**src/sv/slas_pkg.sv**
```systemverilog
// Package for the status LED animation sequencer: codes, control word and flag types,
// microcode program table. No dependencies.
`timescale 1ns / 1ps

package slas_pkg;

	localparam int CFG_IDX_W  = 3;
	localparam int CFG_DATA_W = 16;
	localparam int PC_W       = 6;
	localparam int DIV_W      = 25;
	localparam int MOD_STEPS  = 17;
	localparam int TRI_STEPS  = 8;
	localparam int DIV_CNT_W  = 5;
	localparam logic [1:0] DOOR_PULSES = 2'd2;

	typedef enum logic [CFG_IDX_W-1:0] {
		CFG_BREATHE_PERIOD = 3'd0,
		CFG_DOOR_PERIOD    = 3'd1,
		CFG_ERR_PULSE      = 3'd2,
		CFG_ERR_GAP        = 3'd3,
		CFG_ERR_PAIR_GAP   = 3'd4,
		CFG_IDLE_PEAK      = 3'd5
	} slas_cfg_idx_t;

	typedef enum logic [2:0] {
		ERR_IDLE     = 3'd0,
		ERR_PULSE1   = 3'd1,
		ERR_GAP      = 3'd2,
		ERR_PULSE2   = 3'd3,
		ERR_PAIR_GAP = 3'd4
	} slas_err_step_t;

	typedef enum logic [1:0] {
		DOOR_OFF     = 2'd0,
		DOOR_PULSING = 2'd1,
		DOOR_SOLID   = 2'd2
	} slas_door_step_t;

	typedef enum logic [1:0] {
		SPAN_FIRST = 2'd0,
		SPAN_CLEAR = 2'd1,
		SPAN_ALL   = 2'd2
	} slas_span_t;

	typedef enum logic [1:0] {
		CH_RED   = 2'd0,
		CH_GREEN = 2'd1,
		CH_BLUE  = 2'd2
	} slas_chan_t;

	typedef enum logic [1:0] {
		MODE_DARK  = 2'd0,
		MODE_IDLE  = 2'd1,
		MODE_ERROR = 2'd2
	} slas_mode_t;

	typedef enum logic [4:0] {
		OP_NOP, OP_TIME_ADD, OP_DOOR_CLR, OP_EMIT_DARK, OP_DOOR_INIT, OP_DOOR_SUM,
		OP_DIV_MOD, OP_DOOR_WRAP, OP_DOOR_NOWRAP, OP_TRI_DOOR, OP_EMIT_SOLID,
		OP_ERR_INIT, OP_ERR_SINCE, OP_ERR_PAIR_CHK, OP_ERR_GAP_CHK, OP_TRI_ERR,
		OP_ERR_PULSE_END, OP_BR_SUM, OP_BR_WRAP, OP_BR_NOWRAP, OP_TRI_BR,
		OP_TRI_MUL, OP_DIV_TRI, OP_EMIT_TRI
	} slas_op_t;

	typedef enum logic [3:0] {
		C_NEXT, C_ALWAYS, C_NO_TICK, C_DT_ZERO, C_DOOR, C_MODE_ERR, C_MODE_IDLE,
		C_DOOR_SOLID, C_SUM_LT_PER, C_DIV_BUSY, C_ERR_PULSE, C_ERR_GAP, C_SINCE_GE_PULSE
	} slas_cond_t;

	typedef struct packed {
		slas_op_t          op;
		slas_cond_t        cond;
		logic              emit;
		logic [PC_W-1:0]   target;
	} slas_uword_t;

	typedef struct packed {
		slas_op_t op;
		logic     exec;
		logic     emit;
		logic     idle;
	} slas_ctrl_t;

	typedef struct packed {
		logic tick_valid;
		logic out_busy;
		logic dt_zero;
		logic door;
		logic mode_err;
		logic mode_idle;
		logic door_solid;
		logic sum_lt_per;
		logic div_busy;
		logic err_pulse;
		logic err_gap;
		logic since_ge_pulse;
	} slas_flags_t;

	// program labels
	localparam logic [PC_W-1:0] L_IDLE          = 6'd0;
	localparam logic [PC_W-1:0] L_DOOR          = 6'd6;
	localparam logic [PC_W-1:0] L_DOOR_DIV_WAIT = 6'd10;
	localparam logic [PC_W-1:0] L_DOOR_NOWRAP   = 6'd12;
	localparam logic [PC_W-1:0] L_DOOR_TAIL     = 6'd13;
	localparam logic [PC_W-1:0] L_DOOR_SOLID    = 6'd15;
	localparam logic [PC_W-1:0] L_ERR           = 6'd16;
	localparam logic [PC_W-1:0] L_ERR_PULSE     = 6'd21;
	localparam logic [PC_W-1:0] L_ERR_PULSE_END = 6'd23;
	localparam logic [PC_W-1:0] L_ERR_GAP       = 6'd24;
	localparam logic [PC_W-1:0] L_BR            = 6'd25;
	localparam logic [PC_W-1:0] L_BR_DIV_WAIT   = 6'd28;
	localparam logic [PC_W-1:0] L_BR_NOWRAP     = 6'd30;
	localparam logic [PC_W-1:0] L_BR_TRI        = 6'd31;
	localparam logic [PC_W-1:0] L_TRI           = 6'd32;
	localparam logic [PC_W-1:0] L_TRI_WAIT      = 6'd34;

	function automatic slas_uword_t mk(input slas_op_t op, input slas_cond_t cond,
			input logic emit, input logic [PC_W-1:0] target);
		slas_uword_t w;
		w.op     = op;
		w.cond   = cond;
		w.emit   = emit;
		w.target = target;
		return w;
	endfunction

	function automatic slas_uword_t ucode(input logic [PC_W-1:0] pc);
		slas_uword_t w;
		case (pc)
			6'd0:  w = mk(OP_NOP,           C_NO_TICK,        1'b0, L_IDLE);
			6'd1:  w = mk(OP_TIME_ADD,      C_DT_ZERO,        1'b0, L_IDLE);
			6'd2:  w = mk(OP_NOP,           C_DOOR,           1'b0, L_DOOR);
			6'd3:  w = mk(OP_DOOR_CLR,      C_MODE_ERR,       1'b0, L_ERR);
			6'd4:  w = mk(OP_NOP,           C_MODE_IDLE,      1'b0, L_BR);
			6'd5:  w = mk(OP_EMIT_DARK,     C_ALWAYS,         1'b1, L_IDLE);
			// door open
			6'd6:  w = mk(OP_DOOR_INIT,     C_DOOR_SOLID,     1'b0, L_DOOR_SOLID);
			6'd7:  w = mk(OP_DOOR_SUM,      C_NEXT,           1'b0, L_IDLE);
			6'd8:  w = mk(OP_NOP,           C_SUM_LT_PER,     1'b0, L_DOOR_NOWRAP);
			6'd9:  w = mk(OP_DIV_MOD,       C_NEXT,           1'b0, L_IDLE);
			6'd10: w = mk(OP_NOP,           C_DIV_BUSY,       1'b0, L_DOOR_DIV_WAIT);
			6'd11: w = mk(OP_DOOR_WRAP,     C_ALWAYS,         1'b0, L_DOOR_TAIL);
			6'd12: w = mk(OP_DOOR_NOWRAP,   C_NEXT,           1'b0, L_IDLE);
			6'd13: w = mk(OP_NOP,           C_DOOR_SOLID,     1'b0, L_DOOR_SOLID);
			6'd14: w = mk(OP_TRI_DOOR,      C_ALWAYS,         1'b0, L_TRI);
			6'd15: w = mk(OP_EMIT_SOLID,    C_ALWAYS,         1'b1, L_IDLE);
			// error
			6'd16: w = mk(OP_ERR_INIT,      C_NEXT,           1'b0, L_IDLE);
			6'd17: w = mk(OP_ERR_SINCE,     C_NEXT,           1'b0, L_IDLE);
			6'd18: w = mk(OP_NOP,           C_ERR_PULSE,      1'b0, L_ERR_PULSE);
			6'd19: w = mk(OP_NOP,           C_ERR_GAP,        1'b0, L_ERR_GAP);
			6'd20: w = mk(OP_ERR_PAIR_CHK,  C_ALWAYS,         1'b0, L_IDLE);
			6'd21: w = mk(OP_NOP,           C_SINCE_GE_PULSE, 1'b0, L_ERR_PULSE_END);
			6'd22: w = mk(OP_TRI_ERR,       C_ALWAYS,         1'b0, L_TRI);
			6'd23: w = mk(OP_ERR_PULSE_END, C_ALWAYS,         1'b1, L_IDLE);
			6'd24: w = mk(OP_ERR_GAP_CHK,   C_ALWAYS,         1'b0, L_IDLE);
			// idle breathing
			6'd25: w = mk(OP_BR_SUM,        C_NEXT,           1'b0, L_IDLE);
			6'd26: w = mk(OP_NOP,           C_SUM_LT_PER,     1'b0, L_BR_NOWRAP);
			6'd27: w = mk(OP_DIV_MOD,       C_NEXT,           1'b0, L_IDLE);
			6'd28: w = mk(OP_NOP,           C_DIV_BUSY,       1'b0, L_BR_DIV_WAIT);
			6'd29: w = mk(OP_BR_WRAP,       C_ALWAYS,         1'b0, L_BR_TRI);
			6'd30: w = mk(OP_BR_NOWRAP,     C_NEXT,           1'b0, L_IDLE);
			6'd31: w = mk(OP_TRI_BR,        C_ALWAYS,         1'b0, L_TRI);
			// shared triangle level
			6'd32: w = mk(OP_TRI_MUL,       C_NEXT,           1'b0, L_IDLE);
			6'd33: w = mk(OP_DIV_TRI,       C_NEXT,           1'b0, L_IDLE);
			6'd34: w = mk(OP_NOP,           C_DIV_BUSY,       1'b0, L_TRI_WAIT);
			6'd35: w = mk(OP_EMIT_TRI,      C_ALWAYS,         1'b1, L_IDLE);
			default: w = mk(OP_NOP,         C_ALWAYS,         1'b0, L_IDLE);
		endcase
		return w;
	endfunction

endpackage

```
**src/sv/slas_if.sv**
```systemverilog
// Handshake channels of the status LED animation sequencer: tick input, frame output,
// configuration write. Depends on slas_pkg.
`timescale 1ns / 1ps

interface slas_tick_if;
	logic        valid;
	logic        ready;
	logic [15:0] elapsed_ms;
	logic        door_open;
	logic [1:0]  device_mode;
	modport source (output valid, elapsed_ms, door_open, device_mode, input ready);
	modport sink (input valid, elapsed_ms, door_open, device_mode, output ready);
endinterface

interface slas_frame_if;
	logic       valid;
	logic       ready;
	logic [7:0] red;
	logic [7:0] green;
	logic [7:0] blue;
	logic [1:0] span;
	modport source (output valid, red, green, blue, span, input ready);
	modport sink (input valid, red, green, blue, span, output ready);
endinterface

interface slas_cfg_if;
	logic                             valid;
	logic                             ready;
	logic [slas_pkg::CFG_IDX_W-1:0]  index;
	logic [slas_pkg::CFG_DATA_W-1:0] data;
	modport source (output valid, index, data, input ready);
	modport sink (input valid, index, data, output ready);
endinterface

```
**src/sv/status_led_animation_sequencer_core.sv**
```systemverilog
// Status LED animation sequencer: one tick item in, at most one frame item out.
// Each accepted tick emits solid green, dark, an error pulse end or a triangle level, or no
// frame; a wrapping phase first takes a 17-step modulo in the serial divider, which also divides the level.
// A new tick is taken only at the idle step; a full frame register holds the emitting step.
// Reset (arst_n low, asynchronous) clears the time base and sequence state and loads
// the register defaults.
`timescale 1ns / 1ps

module status_led_animation_sequencer_core (
	input  logic          clk,
	input  logic          arst_n,
	slas_tick_if.sink     tick,
	slas_frame_if.source  frame,
	slas_cfg_if.sink      cfg
);

	slas_pkg::slas_ctrl_t  ctrl;
	slas_pkg::slas_flags_t flags;

	slas_sequencer u_seq (
		.clk    (clk),
		.arst_n (arst_n),
		.flags  (flags),
		.ctrl   (ctrl)
	);

	slas_datapath u_dp (
		.clk    (clk),
		.arst_n (arst_n),
		.ctrl   (ctrl),
		.flags  (flags),
		.tick   (tick),
		.frame  (frame),
		.cfg    (cfg)
	);

`ifndef ASSERT_OFF
	a_idle_div_done: assert property (@(posedge clk) disable iff (!arst_n)
		ctrl.idle |-> !flags.div_busy)
		else $error("divider busy while waiting for a tick");

	a_emit_no_overwrite: assert property (@(posedge clk) disable iff (!arst_n)
		(ctrl.exec && ctrl.emit) |-> !(frame.valid && !frame.ready))
		else $error("frame written while output register full");

	a_accept_leaves_idle: assert property (@(posedge clk) disable iff (!arst_n)
		(tick.valid && tick.ready) |=> !tick.ready)
		else $error("sequencer stayed idle after taking a tick");
`endif

endmodule

```
**src/sv/slas_divider.sv**
```systemverilog
// Shared restoring divider, one quotient bit per cycle: 17-step modulo or 8-step
// triangle level. Depends on slas_pkg.
`timescale 1ns / 1ps

module slas_divider (
	input  logic                        clk,
	input  logic                        arst_n,
	input  logic                        start,
	input  logic                        tri_mode,
	input  logic [slas_pkg::DIV_W-1:0]  dividend,
	input  logic [15:0]                 divisor,
	output logic                        busy,
	output logic [7:0]                  quot,
	output logic [15:0]                 rem
);

	logic [slas_pkg::DIV_CNT_W-1:0] cnt_q;
	logic [slas_pkg::DIV_W-1:0]     sh_q;
	logic [15:0]                    rem_q;
	logic [15:0]                    div_q;
	logic [7:0]                     quot_q;
	logic [16:0]                    trial;
	logic [16:0]                    diff;
	logic                           ge;

	assign trial = {rem_q, sh_q[slas_pkg::DIV_W-1]};
	assign ge    = trial >= {1'b0, div_q};
	assign diff  = trial - {1'b0, div_q};

	always_ff @(posedge clk or negedge arst_n) begin
		if (!arst_n) begin
			cnt_q <= '0;
		end else if (start) begin
			cnt_q <= tri_mode ? slas_pkg::DIV_CNT_W'(slas_pkg::TRI_STEPS)
			                  : slas_pkg::DIV_CNT_W'(slas_pkg::MOD_STEPS);
		end else if (cnt_q != '0) begin
			cnt_q <= cnt_q - 1'b1;
		end
	end

	always_ff @(posedge clk) begin
		if (start) begin
			div_q  <= divisor;
			quot_q <= '0;
			if (tri_mode) begin
				// quotient stays below 256, so the upper part is already a remainder
				rem_q <= dividend[23:8];
				sh_q  <= {dividend[7:0], 17'b0};
			end else begin
				rem_q <= '0;
				sh_q  <= {dividend[16:0], 8'b0};
			end
		end else if (cnt_q != '0) begin
			rem_q  <= ge ? diff[15:0] : trial[15:0];
			quot_q <= {quot_q[6:0], ge};
			sh_q   <= {sh_q[slas_pkg::DIV_W-2:0], 1'b0};
		end
	end

	assign busy = cnt_q != '0;
	assign quot = quot_q;
	assign rem  = rem_q;

endmodule

```
**src/sv/slas_sequencer.sv**
```systemverilog
// Microcode sequencer: step counter, program table lookup, conditional jumps, output stall.
// Depends on slas_pkg.
`timescale 1ns / 1ps

module slas_sequencer (
	input  logic                   clk,
	input  logic                   arst_n,
	input  slas_pkg::slas_flags_t  flags,
	output slas_pkg::slas_ctrl_t   ctrl
);

	logic [slas_pkg::PC_W-1:0] pc_q;
	slas_pkg::slas_uword_t     word;
	logic                      take;
	logic                      stall;

	assign word = slas_pkg::ucode(pc_q);

	always_comb begin
		case (word.cond)
			slas_pkg::C_NEXT:           take = 1'b0;
			slas_pkg::C_ALWAYS:         take = 1'b1;
			slas_pkg::C_NO_TICK:        take = !flags.tick_valid;
			slas_pkg::C_DT_ZERO:        take = flags.dt_zero;
			slas_pkg::C_DOOR:           take = flags.door;
			slas_pkg::C_MODE_ERR:       take = flags.mode_err;
			slas_pkg::C_MODE_IDLE:      take = flags.mode_idle;
			slas_pkg::C_DOOR_SOLID:     take = flags.door_solid;
			slas_pkg::C_SUM_LT_PER:     take = flags.sum_lt_per;
			slas_pkg::C_DIV_BUSY:       take = flags.div_busy;
			slas_pkg::C_ERR_PULSE:      take = flags.err_pulse;
			slas_pkg::C_ERR_GAP:        take = flags.err_gap;
			slas_pkg::C_SINCE_GE_PULSE: take = flags.since_ge_pulse;
			default:                    take = 1'b0;
		endcase
	end

	// hold an emitting step while the output register is still full
	assign stall = word.emit && flags.out_busy;

	always_ff @(posedge clk or negedge arst_n) begin
		if (!arst_n) begin
			pc_q <= slas_pkg::L_IDLE;
		end else if (!stall) begin
			pc_q <= take ? word.target : pc_q + 1'b1;
		end
	end

	assign ctrl.op   = word.op;
	assign ctrl.exec = !stall;
	assign ctrl.emit = word.emit;
	assign ctrl.idle = pc_q == slas_pkg::L_IDLE;

endmodule

```
**src/sv/slas_datapath.sv**
```systemverilog
// Datapath: configuration registers, sequence state, working registers, output register.
// Depends on slas_pkg, slas_if and slas_divider.
`timescale 1ns / 1ps

module slas_datapath (
	input  logic                  clk,
	input  logic                  arst_n,
	input  slas_pkg::slas_ctrl_t  ctrl,
	output slas_pkg::slas_flags_t flags,
	slas_tick_if.sink             tick,
	slas_frame_if.source          frame,
	slas_cfg_if.sink              cfg
);

	// configuration
	logic [15:0] breathe_period_q;
	logic [15:0] door_period_q;
	logic [15:0] err_pulse_q;
	logic [15:0] err_gap_q;
	logic [15:0] err_pair_gap_q;
	logic [7:0]  idle_peak_q;

	// sequence state
	logic [31:0]               time_q;
	slas_pkg::slas_err_step_t  err_step_q;
	logic [31:0]               err_start_q;
	slas_pkg::slas_door_step_t door_step_q;
	logic [15:0]               door_phase_q;
	logic [1:0]                door_pulses_q;
	logic [15:0]               breathe_phase_q;

	// item and working registers
	logic [15:0]              dt_q;
	logic                     door_q;
	logic [1:0]               mode_q;
	logic [16:0]              sum_q;
	logic [15:0]              per_q;
	logic [31:0]              since_q;
	logic [15:0]              pval_q;
	logic [7:0]               peak_q;
	slas_pkg::slas_chan_t     chan_q;
	slas_pkg::slas_span_t     span_q;
	logic [slas_pkg::DIV_W-1:0] num_q;

	logic [7:0] red_q;
	logic [7:0] green_q;
	logic [7:0] blue_q;
	logic [1:0] out_span_q;
	logic       out_valid_q;

	logic        accept;
	logic        fire;
	logic        div_start;
	logic        div_busy;
	logic [7:0]  div_quot;
	logic [15:0] div_rem;
	logic [15:0] door_per;
	logic [15:0] breathe_per;
	logic        tri_lo;
	logic [15:0] tri_arg;
	logic [23:0] prod;
	logic [1:0]  pulses_inc;

	assign accept      = tick.valid && ctrl.idle;
	assign tick.ready  = ctrl.idle;
	assign cfg.ready   = 1'b1;
	assign fire        = ctrl.exec && ctrl.emit;
	assign door_per    = (door_period_q == 16'd0) ? 16'd1 : door_period_q;
	assign breathe_per = (breathe_period_q == 16'd0) ? 16'd1 : breathe_period_q;
	assign tri_lo      = {pval_q, 1'b0} <= {1'b0, per_q};
	assign tri_arg     = tri_lo ? pval_q : per_q - pval_q;
	assign prod        = 24'(peak_q) * 24'(tri_arg);
	assign pulses_inc  = (door_pulses_q == 2'd3) ? door_pulses_q : door_pulses_q + 1'b1;
	assign div_start   = ctrl.exec &&
	                     (ctrl.op == slas_pkg::OP_DIV_MOD || ctrl.op == slas_pkg::OP_DIV_TRI);

	slas_divider u_div (
		.clk      (clk),
		.arst_n   (arst_n),
		.start    (div_start),
		.tri_mode (ctrl.op == slas_pkg::OP_DIV_TRI),
		.dividend ((ctrl.op == slas_pkg::OP_DIV_TRI) ? num_q : {8'b0, sum_q}),
		.divisor  (per_q),
		.busy     (div_busy),
		.quot     (div_quot),
		.rem      (div_rem)
	);

	always_ff @(posedge clk or negedge arst_n) begin
		if (!arst_n) begin
			breathe_period_q <= 16'd4000;
			door_period_q    <= 16'd600;
			err_pulse_q      <= 16'd200;
			err_gap_q        <= 16'd200;
			err_pair_gap_q   <= 16'd1000;
			idle_peak_q      <= 8'd200;
		end else if (cfg.valid) begin
			case (cfg.index)
				slas_pkg::CFG_BREATHE_PERIOD: breathe_period_q <= cfg.data;
				slas_pkg::CFG_DOOR_PERIOD:    door_period_q    <= cfg.data;
				slas_pkg::CFG_ERR_PULSE:      err_pulse_q      <= cfg.data;
				slas_pkg::CFG_ERR_GAP:        err_gap_q        <= cfg.data;
				slas_pkg::CFG_ERR_PAIR_GAP:   err_pair_gap_q   <= cfg.data;
				slas_pkg::CFG_IDLE_PEAK:      idle_peak_q      <= cfg.data[7:0];
				default: ;
			endcase
		end
	end

	always_ff @(posedge clk) begin
		if (accept) begin
			dt_q   <= tick.elapsed_ms;
			door_q <= tick.door_open;
			mode_q <= tick.device_mode;
		end
	end

	// sequence state
	always_ff @(posedge clk or negedge arst_n) begin
		if (!arst_n) begin
			time_q          <= '0;
			err_step_q      <= slas_pkg::ERR_IDLE;
			err_start_q     <= '0;
			door_step_q     <= slas_pkg::DOOR_OFF;
			door_phase_q    <= '0;
			door_pulses_q   <= '0;
			breathe_phase_q <= '0;
		end else if (ctrl.exec) begin
			case (ctrl.op)
				slas_pkg::OP_TIME_ADD: time_q <= time_q + {16'b0, dt_q};
				slas_pkg::OP_DOOR_CLR: door_step_q <= slas_pkg::DOOR_OFF;
				slas_pkg::OP_DOOR_INIT: begin
					if (door_step_q == slas_pkg::DOOR_OFF) begin
						door_step_q   <= slas_pkg::DOOR_PULSING;
						door_phase_q  <= '0;
						door_pulses_q <= '0;
					end
				end
				slas_pkg::OP_DOOR_WRAP: begin
					door_phase_q  <= div_rem;
					door_pulses_q <= pulses_inc;
					if (pulses_inc >= slas_pkg::DOOR_PULSES) begin
						door_step_q <= slas_pkg::DOOR_SOLID;
					end
				end
				slas_pkg::OP_DOOR_NOWRAP: door_phase_q <= sum_q[15:0];
				slas_pkg::OP_ERR_INIT: begin
					if (!(err_step_q inside {slas_pkg::ERR_PULSE1, slas_pkg::ERR_GAP,
					                         slas_pkg::ERR_PULSE2, slas_pkg::ERR_PAIR_GAP})) begin
						err_step_q  <= slas_pkg::ERR_PULSE1;
						err_start_q <= time_q;
					end
				end
				slas_pkg::OP_ERR_PAIR_CHK: begin
					if (since_q >= {16'b0, err_pair_gap_q}) begin
						err_step_q  <= slas_pkg::ERR_PULSE1;
						err_start_q <= time_q;
					end
				end
				slas_pkg::OP_ERR_GAP_CHK: begin
					if (since_q >= {16'b0, err_gap_q}) begin
						err_step_q  <= slas_pkg::ERR_PULSE2;
						err_start_q <= time_q;
					end
				end
				slas_pkg::OP_ERR_PULSE_END: begin
					err_step_q  <= (err_step_q == slas_pkg::ERR_PULSE1) ? slas_pkg::ERR_GAP
					                                                   : slas_pkg::ERR_PAIR_GAP;
					err_start_q <= time_q;
				end
				slas_pkg::OP_BR_WRAP:   breathe_phase_q <= div_rem;
				slas_pkg::OP_BR_NOWRAP: breathe_phase_q <= sum_q[15:0];
				default: ;
			endcase
		end
	end

	// working registers
	always_ff @(posedge clk) begin
		if (ctrl.exec) begin
			case (ctrl.op)
				slas_pkg::OP_DOOR_SUM: begin
					sum_q <= {1'b0, door_phase_q} + {1'b0, dt_q};
					per_q <= door_per;
				end
				slas_pkg::OP_BR_SUM: begin
					sum_q <= {1'b0, breathe_phase_q} + {1'b0, dt_q};
					per_q <= breathe_per;
				end
				slas_pkg::OP_ERR_SINCE: since_q <= time_q - err_start_q;
				slas_pkg::OP_TRI_DOOR: begin
					pval_q <= door_phase_q;
					peak_q <= 8'd255;
					chan_q <= slas_pkg::CH_GREEN;
					span_q <= slas_pkg::SPAN_FIRST;
				end
				slas_pkg::OP_TRI_ERR: begin
					pval_q <= since_q[15:0];
					per_q  <= err_pulse_q;
					peak_q <= 8'd255;
					chan_q <= slas_pkg::CH_RED;
					span_q <= slas_pkg::SPAN_ALL;
				end
				slas_pkg::OP_TRI_BR: begin
					pval_q <= breathe_phase_q;
					peak_q <= idle_peak_q;
					chan_q <= slas_pkg::CH_BLUE;
					span_q <= slas_pkg::SPAN_CLEAR;
				end
				slas_pkg::OP_TRI_MUL: num_q <= {prod, 1'b0};
				default: ;
			endcase
		end
	end

	// output register
	always_ff @(posedge clk or negedge arst_n) begin
		if (!arst_n) begin
			out_valid_q <= 1'b0;
		end else if (fire) begin
			out_valid_q <= 1'b1;
		end else if (frame.ready) begin
			out_valid_q <= 1'b0;
		end
	end

	always_ff @(posedge clk) begin
		if (fire) begin
			case (ctrl.op)
				slas_pkg::OP_EMIT_SOLID: begin
					red_q      <= 8'd0;
					green_q    <= 8'd255;
					blue_q     <= 8'd0;
					out_span_q <= slas_pkg::SPAN_ALL;
				end
				slas_pkg::OP_EMIT_TRI: begin
					red_q      <= (chan_q == slas_pkg::CH_RED) ? div_quot : 8'd0;
					green_q    <= (chan_q == slas_pkg::CH_GREEN) ? div_quot : 8'd0;
					blue_q     <= (chan_q == slas_pkg::CH_BLUE) ? div_quot : 8'd0;
					out_span_q <= span_q;
				end
				default: begin
					red_q      <= 8'd0;
					green_q    <= 8'd0;
					blue_q     <= 8'd0;
					out_span_q <= slas_pkg::SPAN_ALL;
				end
			endcase
		end
	end

	assign frame.valid = out_valid_q;
	assign frame.red   = red_q;
	assign frame.green = green_q;
	assign frame.blue  = blue_q;
	assign frame.span  = out_span_q;

	assign flags.tick_valid     = tick.valid;
	assign flags.out_busy       = out_valid_q && !frame.ready;
	assign flags.dt_zero        = dt_q == 16'd0;
	assign flags.door           = door_q;
	assign flags.mode_err       = mode_q == slas_pkg::MODE_ERROR;
	assign flags.mode_idle      = mode_q == slas_pkg::MODE_IDLE;
	assign flags.door_solid     = door_step_q == slas_pkg::DOOR_SOLID;
	assign flags.sum_lt_per     = sum_q < {1'b0, per_q};
	assign flags.div_busy       = div_busy;
	assign flags.err_pulse      = err_step_q inside {slas_pkg::ERR_PULSE1, slas_pkg::ERR_PULSE2};
	assign flags.err_gap        = err_step_q == slas_pkg::ERR_GAP;
	assign flags.since_ge_pulse = since_q >= {16'b0, err_pulse_q};

endmodule

```
**src/flat_wrapper.sv**
```systemverilog
// flat-port wrapper written by rule: the top's interface ports become plain ports
module status_led_animation_sequencer_core_flat 
  (clk, arst_n, tick_valid, tick_elapsed_ms, tick_door_open, tick_device_mode, tick_ready, frame_valid, frame_red, frame_green, frame_blue, frame_span, frame_ready, cfg_valid, cfg_index, cfg_data, cfg_ready);
  slas_tick_if tick_i ();
  slas_frame_if frame_i ();
  slas_cfg_if cfg_i ();
  input  logic clk;
  input  logic arst_n;
  input wire logic [$bits(tick_i.valid)-1:0] tick_valid;
  input wire logic [$bits(tick_i.elapsed_ms)-1:0] tick_elapsed_ms;
  input wire logic [$bits(tick_i.door_open)-1:0] tick_door_open;
  input wire logic [$bits(tick_i.device_mode)-1:0] tick_device_mode;
  output wire logic [$bits(tick_i.ready)-1:0] tick_ready;
  output wire logic [$bits(frame_i.valid)-1:0] frame_valid;
  output wire logic [$bits(frame_i.red)-1:0] frame_red;
  output wire logic [$bits(frame_i.green)-1:0] frame_green;
  output wire logic [$bits(frame_i.blue)-1:0] frame_blue;
  output wire logic [$bits(frame_i.span)-1:0] frame_span;
  input wire logic [$bits(frame_i.ready)-1:0] frame_ready;
  input wire logic [$bits(cfg_i.valid)-1:0] cfg_valid;
  input wire logic [$bits(cfg_i.index)-1:0] cfg_index;
  input wire logic [$bits(cfg_i.data)-1:0] cfg_data;
  output wire logic [$bits(cfg_i.ready)-1:0] cfg_ready;
  assign tick_i.valid = tick_valid;
  assign tick_i.elapsed_ms = tick_elapsed_ms;
  assign tick_i.door_open = tick_door_open;
  assign tick_i.device_mode = tick_device_mode;
  assign tick_ready = tick_i.ready;
  assign frame_valid = frame_i.valid;
  assign frame_red = frame_i.red;
  assign frame_green = frame_i.green;
  assign frame_blue = frame_i.blue;
  assign frame_span = frame_i.span;
  assign frame_i.ready = frame_ready;
  assign cfg_i.valid = cfg_valid;
  assign cfg_i.index = cfg_index;
  assign cfg_i.data = cfg_data;
  assign cfg_ready = cfg_i.ready;
  status_led_animation_sequencer_core u_core (.clk(clk), .arst_n(arst_n), .tick(tick_i), .frame(frame_i), .cfg(cfg_i));
endmodule
```
**config.mk**
```make
export PLATFORM = sky130hd
export DESIGN_NAME = status_led_animation_sequencer_core_flat
export DESIGN_NICKNAME = d
export VERILOG_FILES = /design/src/sv/slas_pkg.sv /design/src/sv/slas_if.sv /design/src/sv/status_led_animation_sequencer_core.sv /design/src/sv/slas_divider.sv /design/src/sv/slas_sequencer.sv /design/src/sv/slas_datapath.sv /design/src/flat_wrapper.sv
export SDC_FILE = /design/constraint.sdc
export NUM_CORES = 1
export LEC_CHECK = 0
export BUFFER_PORTS_ARGS = -buffer_cell sky130_fd_sc_hd__buf_2
export CAP_MARGIN = 10
export CORE_ASPECT_RATIO = 0.8
export CORE_MARGIN = 2
export CORE_UTILIZATION = 38
export DETAILED_ROUTE_END_ITERATION = 8
export REMOVE_ABC_BUFFERS = 1
export SYNTH_ARGS = -nofsm -noshare
export SYNTH_HDL_FRONTEND = slang
export SYNTH_HIERARCHICAL = 1
export SYNTH_SLANG_ARGS = --single-unit
```
**constraint.sdc**
```tcl
create_clock -name clk -period 10 [get_ports clk]
set_input_delay 2 -clock clk [delete_from_list [all_inputs] [get_ports clk]]
set_output_delay 2 -clock clk [all_outputs]
set_load 0.02 [all_outputs]
```
=== Word-level counts from Yosys, hierarchy flattened ===
Memory sizes are Yosys's and may differ from the RTL's.
Index checks and enable logic that the tools add are counted.

* Register bits: 429
* ROM bits: 1024
* Bits of input ports: 43
* Output and inout bits: 29
* Word-level logic and storage cells: 203
* Memories kept: 1

{| class="wikitable"
|+ Memory list
! name !! depth !! bits a word !! read ports !! clocked after Yosys merged registers in !! write ports !! RTL line !! RTL
|-
| (no name shown) || 64 || 16 || 1 || 0 || 0 || slas_pkg.sv:129 || <nowiki>case (pc)</nowiki>
|}

* Add/sub/neg operators: 9
* Multipliers: 1
* Order comparisons: 7
* Eq/ne operators: 54
* Muxes and demuxes: 44
* Bitwise operators: 1
* Reductions and logical operators: 51

{| class="wikitable"
|+ Operators by type and width
! operator !! count
|-
| one-hot mux 16 bit (3 select lines) || 3
|-
| 2-to-1 mux 16 bit || 8
|-
| one-hot mux 32 bit (4 select lines) || 1
|-
| greater-or-equal comparator 32 x 16 -> 1 bit || 3
|-
| 2-to-1 mux 32 bit || 3
|-
| 2-to-1 mux 25 bit || 3
|-
| zero test 16 bit || 3
|-
| == test 5 x 4 -> 1 bit (second input constant) || 8
|-
| == test 5 bit (second input constant) || 8
|-
| adder 16 x 16 -> 17 bit || 2
|-
| one-hot mux 17 bit (2 select lines) || 1
|-
| adder 32 x 16 -> 32 bit || 1
|-
| one-hot mux 16 bit (2 select lines) || 1
|-
| one-hot mux 8 bit (2 select lines) || 2
|-
| AND reduction 2 bit || 16
|-
| subtractor 16 bit || 2
|-
| subtractor 32 bit || 1
|-
| 2-to-1 mux 24 bit || 1
|-
| multiplier 8 x 16 -> 23 bit || 1
|-
| == test 4 bit (second input constant) || 5
|-
| == test 5 x 3 -> 1 bit (second input constant) || 4
|-
| one-hot mux 2 bit (3 select lines) || 3
|-
| greater-or-equal comparator 17 x 16 -> 1 bit || 1
|-
| less-or-equal comparator 17 x 16 -> 1 bit || 1
|-
| other kinds (40) || 85
|}

=== Longest topological paths before layout ===
Gate-level depths: netlist of the first run.

* Depth after elaboration: 6
* Gate-level depth with buffers: 29
* Gate-level depth less buffers: 26

=== Modules after synthesis ===
The synthesis of the first run kept the hierarchy.

{| class="wikitable"
|+ Modules (own cells, without submodules)
! module !! instances !! cells an instance !! area an instance (µm²) !! seq. area each (µm²)
|-
| slas_datapath || 1 || 2462 || 24936.4 || 9670.5
|-
| slas_divider || 1 || 342 || 3609.7 || 1756.7
|-
| slas_sequencer || 1 || 204 || 1478.9 || 150.1
|}

=== Worst setup path after synthesis of the first run ===
No wires, ideal clock.

* Path type: flip-flop to flip-flop
* From: register u_core.u_dp.per_q[15]
* To: register u_core/u_dp/num_q[17] (netlist name), data pin
* Setup time: 0.258 ns
* Arrival: 6.555 ns
* Data required time: 9.742 ns
* Setup slack: 3.187 ns
* Stages on the path, launching flop included: 27
* Buffers on the path: 4
* Period minus slack after synthesis: 6.813 ns
* Cells stage by stage: edfxtp_1 -> clkbuf_1 -> inv_1 -> clkbuf_1 -> ha_1 -> nand4b_4 -> or2_4 -> o221a_4 -> or2_1 -> buf_6 -> buf_6 -> a21oi_2 -> nor2b_1 -> fa_1 -> fa_1 -> fa_1 -> inv_1 -> fa_1 -> inv_1 -> ha_1 -> a21o_1 -> a21o_1 -> a21o_1 -> a211o_1 -> a31o_2 -> a21oi_1 -> xnor2_1

* Word-level cells in the longest chain between the ends: 3
* Elaborated cells on any way between the ends: 4
* Those cells by class: add/sub: 1; mul: 1; order compare: 1; mux: 1

{| class="wikitable"
|+ Ends and longest elaborated chain
! item !! RTL line !! RTL
|-
| start, declared || slas_datapath.sv:37 || <nowiki>logic [15:0] per_q;</nowiki>
|-
| start signal, assigned || slas_datapath.sv:184 || <nowiki>per_q <= door_per;</nowiki>
|-
| start signal, assigned || slas_datapath.sv:188 || <nowiki>per_q <= breathe_per;</nowiki>
|-
| start signal, assigned || slas_datapath.sv:199 || <nowiki>per_q <= err_pulse_q;</nowiki>
|-
| subtractor 16 bit or less-or-equal comparator 17 x 16 -> 1 bit (tied branches) || slas_datapath.sv:71, slas_datapath.sv:70 ||
|-
| 2-to-1 mux 16 bit * || slas_datapath.sv:71 || <nowiki>assign tri_arg = tri_lo ? pval_q : per_q - pval_q;</nowiki>
|-
| multiplier 8 x 16 -> 23 bit * || slas_datapath.sv:72 || <nowiki>assign prod = 24'(peak_q) * 24'(tri_arg);</nowiki>
|-
| named net u_core.u_dp.prod[16] || slas_datapath.sv:61 || <nowiki>logic [23:0] prod;</nowiki>
|-
| end signal, assigned || slas_datapath.sv:210 || <nowiki>slas_pkg::OP_TRI_MUL: num_q <= {prod, 1'b0};</nowiki>
|-
| end, declared || slas_datapath.sv:43 || <nowiki>logic [slas_pkg::DIV_W-1:0] num_q;</nowiki>
|}

Mark *: on every way through the listed nets, which the timed path passes. The rest lies on a longest branch.
A chain may end at the register's enable or synchronous reset.

=== Worst setup path after layout of the first run ===
* From: register u_core.u_dp.per_q[15]
* To: register u_core/u_dp/num_q[23] (netlist name), data pin

The elaborated chain is that of the path after synthesis.

==> run summary, run 1 <==
status: finished, final reports clean
CP Capture Type: flop
pins over their slew limit: 0
GRT Overall Usage: 19.96%
# fillers: 7,562
DR vias/cell: 5.504
Worst-Skew Late Latency: 0.60 ns
router iterations before antenna repair: 7
CP max FO: 32
Syn. warnings: 6
startpoint type of the worst setup path: flop
post-synthesis cell area: 29,910 um^2
RSZ-0062 raised after global routing: false
antenna violations before repair: 5
die area: 80,990 um^2
Clock Path Buffers: 3
first-pass GRT wire length: 126,300 um
drt total wl: 81,440 um
Final Instance Area: 32,770 um^2
die height: 254.9 um
H-tree depth: 2
final worst clock skew: 0.01829 ns
number of global-route vias before repair: 21,064
PortBufs: 70
drt wl/cell: 20.00 um
Setup Crit Path Kind: reg2reg
core area: 77,540 um^2
area grow syn2layout: 9.558%
crit path time final: 7.804 ns
R2R setup slack: 2.20 ns
Setup TNS: 0 ns
Mapped Cells: 2,993
HPWL Detailed: 60,840 um
Max-Cap Viols: 0
row count: 91
# diodes: 0
Ports: 72
slew margin rel.: 20.40%
pin count of the biggest net entering global routing: 86
Congestion Overflow GR: 0
Worst R2R Path Depth: 22
fin nets: 3,372
post-CTS setup buffer count: 0
clk sinks: 420
WHS Endpoint: u_core/u_dp/u_div/quot[7]$_SDFFE_PP0P_
Synth Area per Inst: 9.994 um^2
hold depth: 2
initial DRC count: 2,027
layout cell share with drive strength beyond 1: 13.22%
CTS hold repair buffers: 0
Final GP Congestion: 0.9027
Worst Path Arrival: 8.16 ns
worst-margin pin slew: 1.179 ns
f_max: 0.1281 GHz
Worst-path clk slew: 0.07 ns
final period utilization: 78.04%
Worst Hold Class: reg2reg
RR Endpoint: u_core/u_dp/num_q[23]$_DFFE_PP_
ANT nets after route: 0
CTS root buf: clkbuf_16
hold wc startpoint: u_core/u_dp/u_div/quot[7]$_SDFFE_PP0P_
TritonCTS clock tree: yes
Fin. Hold Viols: 0
Worst EP required: 10.35 ns
DR vias: 22,411
CTS buffer count: 45
Post-CTS Resized: 0
die span in x: 317.7 um
Worst R2R Start: u_core/u_dp/per_q[15]$_DFFE_PP_
Critical Path Start: u_core/u_dp/per_q[15]$_DFFE_PP_
setup violators final: 0
placed cell area: 31,220 um^2
Starting Density: 38.58%
drt drc: 0
[worst max-delay path, stage by stage, from the launching register on]
cell and delay (ns):
edfxtp_1 0.71, inv_1 0.44, ha_1 0.47, nand4b_4 0.11
or2_4 0.28, nor4_4 0.47, or2_1 0.17, buf_4 0.36
mux2i_2 0.52, nand2b_1 0.20, fa_1 0.46, fa_1 0.54
inv_1 0.05, fa_1 0.54, inv_1 0.06, fa_1 0.53
inv_1 0.04, ha_1 0.22, or3_1 0.38, a21oi_1 0.35
o211ai_1 0.19, a221oi_1 0.35, xnor2_1 0.09
[metal layers]
| layer | GRT usage, % | vias to the layer above | wire (um) |
|---|---|---|---|
| met5 | 0 | - | 15 |
| li1 | - | 10783 | - |
| met2 | 28.94 | 656 | 33370 |
| met4 | 5.197 | 2 | 1856 |
| met1 | 30.50 | 10870 | 40320 |
| met3 | 3.379 | 100 | 5879 |
[registers in the layout, indices dropped and copies added (netlist names), 17 cells and up]
| name | cells |
|---|---|
| u_core/u_dp/u_div/sh_q | 17 |
| u_core/u_dp/sum_q | 17 |
| u_core/u_dp/err_start_q | 32 |
| u_core/u_dp/since_q | 32 |
| u_core/u_dp/time_q | 32 |
| u_core/u_dp/num_q | 23 |
[per-stage QoR]
| step | util [%] | cells | hold WS [ns] | setup WS [ns] |
|---|---|---|---|---|
| after floorplan | - | 2863 | 0.4492 | 2.695 |
| after global placement | 40.26 | 3989 | 0.4808 | 2.382 |
| after detailed placement | 40.26 | 3989 | 0.4866 | 2.238 |
| after CTS | 42.26 | 4072 | 0.5005 | 2.256 |
| after global routing | 42.26 | 4072 | 0.5147 | 1.614 |
| final | 42.26 | 4072 | 0.4974 | 2.196 |
[area by class of cell]
| class | instances | area, um^2 | area share, % |
|---|---|---|---|
| clock buffers | 59 | 1250 | 3.814 |
| flip-flops and latches | 420 | 11550 | 35.24 |
| multi-input cells | 2153 | 16690 | 50.94 |
| well taps | 1023 | 1280 | 3.906 |
| repair buffers | 103 | 608.1 | 1.856 |
| clock inverters | 24 | 300.3 | 0.9163 |
| inverters | 290 | 1091 | 3.329 |
[layout by cell type, fill, tap and decap left out, types with 43 or more instances in the layout]
cell type and n:
a21o_1 75, edfxtp_1 209, nor2b_1 70, clkbuf_16 46
nor3_1 58, fa_1 89, buf_2 69, nand4_1 43
xnor2_1 58, nor2_1 177, nand2b_1 46, and2_1 49
xor2_1 47, inv_1 286, ha_1 227, o21ai_0 123
nand3_1 65, dfrtp_1 178, mux2i_1 49, nand2_1 213
a21oi_1 178, mux2_2 128
[how the worst max path moves through the flow]
| stage | cells past startpoint | end | slack, ns |
|---|---|---|---|
| after detailed placement | 22 | u_core/u_dp/num_q[23]$_DFFE_PP_ | 2.24 |
| after global placement | 22 | u_core/u_dp/num_q[23]$_DFFE_PP_ | 2.38 |
| after floorplan | 22 | u_core/u_dp/num_q[23]$_DFFE_PP_ | 2.69 |
| after CTS | 22 | u_core/u_dp/num_q[23]$_DFFE_PP_ | 2.26 |
| after global routing | 22 | u_core/u_dp/num_q[23]$_DFFE_PP_ | 1.61 |
| final | 22 | u_core/u_dp/num_q[23]$_DFFE_PP_ | 2.20 |
Power of run 1 is left out: the tool's default activity adds up to more than one toggle a clock period on the data nets, which glitch-free logic cannot reach.
==> run 2, diff against run 1 <==
==> constraint.sdc (replaced) <==
create_clock -name clk -period 7.5 [get_ports clk]
set_input_delay 1.5 -clock clk [delete_from_list [all_inputs] [get_ports clk]]
set_output_delay 1.5 -clock clk [all_outputs]
set_load 0.02 [all_outputs]
==> run summary, run 2 (synthesis results as in run 1) <==
# fillers: 7,430 (-1.7%)
die area: 80,990 um^2 (unchanged)
Fin. Hold Viols: 0 (unchanged)
Congestion Overflow GR: 0 (unchanged)
Worst-path clk slew: 0.06 ns (about the same)
drt drc: 0 (unchanged)
most common cell after layout, fill and taps aside: inv_1
die height: 254.9 um (unchanged)
pins over their slew limit: 0 (unchanged)
Worst-Skew Late Latency: 0.60 ns (about the same)
CP Capture Type: flop
antenna violations before repair: 1 (-4)
number of global-route vias before repair: 21,325 (+1.2%)
f_max: 0.1428 GHz (+11%)
Setup TNS: 0 ns (unchanged)
crit path time final: 7.005 ns (-0.7989 ns)
layout cell share with drive strength beyond 1: 13.53% (+0.31 points)
CP top delay family: adder cells
drt wl/cell: 20.11 um (+0.54%)
row count: 91 (unchanged)
Starting Density: 38.58% (unchanged)
H-tree depth: 2 (unchanged)
RR Endpoint: u_core/u_dp/num_q[23]$_DFFE_PP_
initial DRC count: 2,100 (+3.6%)
Ports: 72 (unchanged)
Worst R2R Start: u_core/u_dp/pval_q[14]$_DFFE_PP_
startpoint type of the worst setup path: flop
Worst Hold Class: reg2reg
core area: 77,540 um^2 (unchanged)
ANT nets after route: 0 (unchanged)
DR vias/cell: 5.581 (+1.4%)
final period utilization: 93.40% (+15 points)
met2 Use GR: 29.26% (+0.32 points)
Worst EP required: 7.84 ns (-2.51 ns)
Worst R2R Path Depth: 22 (unchanged)
setup violators final: 0 (unchanged)
WHS Endpoint: u_core/u_dp/u_div/div_q[0]$_DFFE_PP_
RSZ-0062 raised after global routing: false
TritonCTS clock tree: yes
hold depth: 0 (-2)
pin count of the biggest net entering global routing: 148 (+72%)
biggest registers after layout: u_core/u_dp/err_start_q (32), u_core/u_dp/since_q (32), u_core/u_dp/time_q (32)
CP max FO: 27 (-16%)
slowest CP cell: edfxtp_1
area grow syn2layout: 9.659% (about the same)
GR Layer Usage met3: 3.268% (-0.11 points)
critical path's largest stage delay: 0.56 ns (-0.15 ns)
Final WS setup: 0.4953 ns (-1.701 ns)
Setup Crit Path Kind: reg2reg
# diodes: 0 (unchanged)
post-CTS setup buffer count: 0 (unchanged)
final worst clock skew: 0.02663 ns (+0.008344 ns)
CTS buffer count: 45 (unchanged)
CTS hold repair buffers: 0 (unchanged)
CP bufs+invs: 3 (-2)
status: finished, final reports clean
most frequent cells in the layout: inv_1 (286), ha_1 (227), nand2_1 (213)
router iterations before antenna repair: 6 (-1)
CTS root buf: clkbuf_16
most used cell, CP: fa_1
Place WS: 0.5295 ns (-1.709 ns)
clk sinks: 420 (unchanged)
grt met1 use: 31.00% (+0.50 points)
R2R setup slack: 0.50 ns (-1.70 ns)
gr busiest metal: met1
GRT Overall Usage: 20.17% (+0.21 points)
hold wc startpoint: u_core/u_dp/per_q[0]$_DFFE_PP_
Post-CTS Resized: 0 (unchanged)
HPWL Detailed: 61,100 um (+0.41%)
DR vias: 22,830 (+1.9%)
Worst Path Arrival: 7.35 ns (-0.81 ns)
critical-path cell list: ha_1 -> nand4b_4 -> or2_4 -> o221a_4 -> or2_1 -> buf_4 -> o21ai_2 -> nor2_1 -> fa_1 -> fa_1 -> fa_1 -> inv_1 -> fa_1 -> inv_1 -> ha_1 -> a21o_1 -> a21o_1 -> a21o_1 -> nand3_1 -> o211ai_1 -> a221oi_1 -> xnor2_1
Final GP Congestion: 0.9111 (+0.93%)
die span in x: 317.7 um (unchanged)
drt total wl: 82,260 um (+1.0%)
Max-Cap Viols: 0 (unchanged)
Clock Path Buffers: 3 (unchanged)
slew margin rel.: 19.79% (-0.60 points)
PortBufs: 70 (unchanged)
fin nets: 3,390 (+0.53%)
first-pass GRT wire length: 128,400 um (+1.7%)
worst-margin pin slew: 1.202 ns (+0.02271 ns)
## run 2: per-layer routing
layer,up-vias,share of wire [%]
met4,0,2.3
met2,762,41
li1,10815,-
met3,105,7.1
met5,-,0
met1,11148,50
## run 2: per-stage QoR
| stage | cell area, um^2 | utilization [%] | hold slack (ns) | instances |
|---|---|---|---|---|
| 6_report | 32800 | 42.30 | 0.4784 | 4091 |
| 5_1_grt | 32800 | 42.30 | 0.5106 | 4091 |
| 4_1_cts | 32800 | 42.30 | 0.4790 | 4091 |
| 3_5_place_dp | 31370 | 40.45 | 0.4767 | 4007 |
| 3_3_place_gp | 31370 | 40.45 | 0.4673 | 4007 |
| 2_1_floorplan | 29250 | - | 0.4492 | 2863 |
## run 2: final cells by class
| type | count | area (um^2) | share of cell area [%] |
|---|---|---|---|
| clock buffer | 60 | 1224 | 3.731 |
| clock inverter | 24 | 209.0 | 0.6370 |
| inverter | 290 | 1091 | 3.326 |
| multi-input combinational | 2153 | 16690 | 50.89 |
| sequential | 420 | 11550 | 35.20 |
| tap | 1023 | 1280 | 3.902 |
| timing repair buffer | 121 | 755.7 | 2.304 |
## run 2: worst max path at each step
stage	startpoint	end	slack, ns	depth (start not counted)
finish	u_core/u_dp/pval_q[14]$_DFFE_PP_	u_core/u_dp/num_q[23]$_DFFE_PP_	0.50	22
global route	u_core/u_dp/pval_q[9]$_DFFE_PP_	u_core/u_dp/num_q[23]$_DFFE_PP_	0.06	23
CTS	u_core/u_dp/pval_q[14]$_DFFE_PP_	u_core/u_dp/num_q[23]$_DFFE_PP_	0.54	22
detailed placement	u_core/u_dp/pval_q[14]$_DFFE_PP_	u_core/u_dp/num_q[23]$_DFFE_PP_	0.53	22
global placement	u_core/u_dp/per_q[0]$_DFFE_PP_	u_core/u_dp/num_q[23]$_DFFE_PP_	0.63	24
floorplan	u_core/u_dp/per_q[15]$_DFFE_PP_	u_core/u_dp/num_q[23]$_DFFE_PP_	0.19	22
Power of run 2 is left out for the same reason.
==> run 3, diff against run 2 <==
==> constraint.sdc (replaced) <==
create_clock -name clk -period 7.25 [get_ports clk]
set_input_delay 1.45 -clock clk [delete_from_list [all_inputs] [get_ports clk]]
set_output_delay 1.45 -clock clk [all_outputs]
set_load 0.02 [all_outputs]
==> run summary, run 3 (synthesis results as in run 1) <==
status: finished, final reports clean
number of global-route vias before repair: 21,454 (+0.60%)
H-tree depth: 2 (unchanged)
router iterations before antenna repair: 5 (-1)
RR Endpoint: u_core/u_dp/num_q[23]$_DFFE_PP_
crit path time final: 6.837 ns (-0.1676 ns)
Worst-Skew Late Latency: 0.61 ns (about the same)
most common cell after layout, fill and taps aside: inv_1
worst-margin pin slew: 1.155 ns (-0.04673 ns)
core area: 77,540 um^2 (unchanged)
Worst Hold Class: reg2reg
CP max FO: 5 (-81%)
most used cell, CP: fa_1
slowest CP cell: fa_1
TritonCTS clock tree: yes
pins over their slew limit: 0 (unchanged)
CTS buffer count: 47 (+4.4%)
# fillers: 7,463 (+0.44%)
WHS Endpoint: u_core/u_dp/u_div/quot[7]$_SDFFE_PP0P_
final hold slack: 0.4788 ns (+0.0003650 ns)
Setup TNS: 0 ns (unchanged)
row count: 91 (unchanged)
RSZ-0062 raised after global routing: false
drt wl/cell: 20.09 um (-0.10%)
drt drc: 0 (unchanged)
CTS root buf: clkbuf_16
f_max: 0.1463 GHz (+2.5%)
clk sinks: 420 (unchanged)
Final GP Congestion: 0.9007 (-1.1%)
Starting Density: 38.58% (unchanged)
startpoint type of the worst setup path: flop
Worst R2R Path Depth: 25 (+14%)
critical path's largest stage delay: 0.55 ns (about the same)
antenna violations before repair: 2 (+1)
initial DRC count: 1,895 (-9.8%)
GRT Overall Usage: 20.39% (+0.21 points)
Ports: 72 (unchanged)
pin count of the biggest net entering global routing: 157 (+6.1%)
CTS hold repair buffers: 0 (unchanged)
die span in x: 317.7 um (unchanged)
R2R setup slack: 0.41 ns (-0.08 ns)
Worst R2R Start: u_core/u_dp/per_q[0]$_DFFE_PP_
slew margin rel.: 22.91% (+3.1 points)
Worst EP required: 7.60 ns (-0.24 ns)
DR vias: 22,672 (-0.69%)
Worst-path clk slew: 0.06 ns (about the same)
fin nets: 3,400 (+0.29%)
layout cell share with drive strength beyond 1: 14.25% (+0.73 points)
final worst clock skew: 0.01326 ns (-0.01338 ns)
Congestion Overflow GR: 0 (unchanged)
die height: 254.9 um (unchanged)
die area: 80,990 um^2 (unchanged)
area grow syn2layout: 10.82%
setup violators final: 0 (unchanged)
drt total wl: 82,440 um (+0.21%)
DR vias/cell: 5.524 (-1.0%)
biggest registers after layout: u_core/u_dp/err_start_q (32), u_core/u_dp/since_q (32), u_core/u_dp/time_q (32)
hold depth: 2 (+2)
Critical Path Start: u_core/u_dp/per_q[0]$_DFFE_PP_
Max-Cap Viols: 0 (unchanged)
most frequent cells in the layout: inv_1 (286), ha_1 (227), nand2_1 (213)
PortBufs: 70 (unchanged)
ANT nets after route: 0 (unchanged)
final period utilization: 94.30% (+0.91 points)
Worst Path Arrival: 7.19 ns (-0.16 ns)
CP bufs+invs: 5 (+2)
hold wc startpoint: u_core/u_dp/u_div/quot[7]$_SDFFE_PP0P_
Setup Crit Path Kind: reg2reg
Fin. Hold Viols: 0 (unchanged)
CP Capture Type: flop
CP top delay family: adder cells
first-pass GRT wire length: 128,900 um (+0.38%)
Clock Path Buffers: 3 (unchanged)
HPWL Detailed: 61,140 um (about the same)
## run 3: worst reg2reg max path, cell delays in order (launching register included)
cell and delay (ns):
edfxtp_1 0.40, inv_1 0.12, ha_1 0.18, inv_1 0.06, fa_1 0.40, a21o_1 0.19, a21oi_1 0.25, o21ai_0 0.18
a221oi_2 0.26, buf_4 0.17, mux2i_1 0.14, or2_2 0.38, o22ai_1 0.25, fa_1 0.47, fa_1 0.50, fa_1 0.55
inv_1 0.05, fa_1 0.52, inv_1 0.04, ha_1 0.33, and4_1 0.26, nand2_1 0.08, or2_2 0.29, o211ai_1 0.23
a221oi_1 0.15, xnor2_1 0.14
## run 3: layer usage
metal	track usage [%]	part of all wire [%]	up-vias
met3	3.474	7.7	116
met1	30.96	49	10944
met5	0	0	-
met4	5.660	2.5	0
met2	29.61	41	775
li1	-	-	10837
## run 3: stage by stage
step	util [%]	cell area, um^2	setup WS, ns	std cells
CTS	42.71	33120	0.2417	4102
detailed placement	40.52	31420	0.2462	4014
global placement	40.52	31420	0.3291	4014
floorplan	-	29250	-0.05533	2863
finish	42.75	33150	0.4129	4104
global route	42.75	33150	0.005454	4104
## run 3: timing repair
action                                  in CTS  in global routing
endpoints found under the setup margin       0                  7
resized for setup                            0                  5
setup buffers                                0                  1
## run 3: how the worst max path moves through the flow
stage / to / slack (ns) / cells past startpoint
final: u_core/u_dp/num_q[23]$_DFFE_PP_ / 0.41 / 25
after global routing: u_core/u_dp/num_q[23]$_DFFE_PP_ / 0.005 / 24
after CTS: u_core/u_dp/num_q[23]$_DFFE_PP_ / 0.24 / 23
after detailed placement: u_core/u_dp/num_q[23]$_DFFE_PP_ / 0.25 / 23
after global placement: u_core/u_dp/num_q[23]$_DFFE_PP_ / 0.33 / 24
after floorplan: u_core/u_dp/num_q[23]$_DFFE_PP_ / -0.06 / 22
## run 3: cell type report
class	count	area (um^2)	share of cell area (%)
Multi-Input combinational cell	2153	16710	50.43
Sequential cell	420	11550	34.84
Tap cell	1023	1280	3.862
Clock buffer	57	1276	3.850
Inverter	290	1091	3.292
Timing Repair Buffer	129	815.8	2.461
Clock inverter	31	419.2	1.265
Antenna cell	1	2.502	0.007549
Power of run 3 is left out for the same reason.
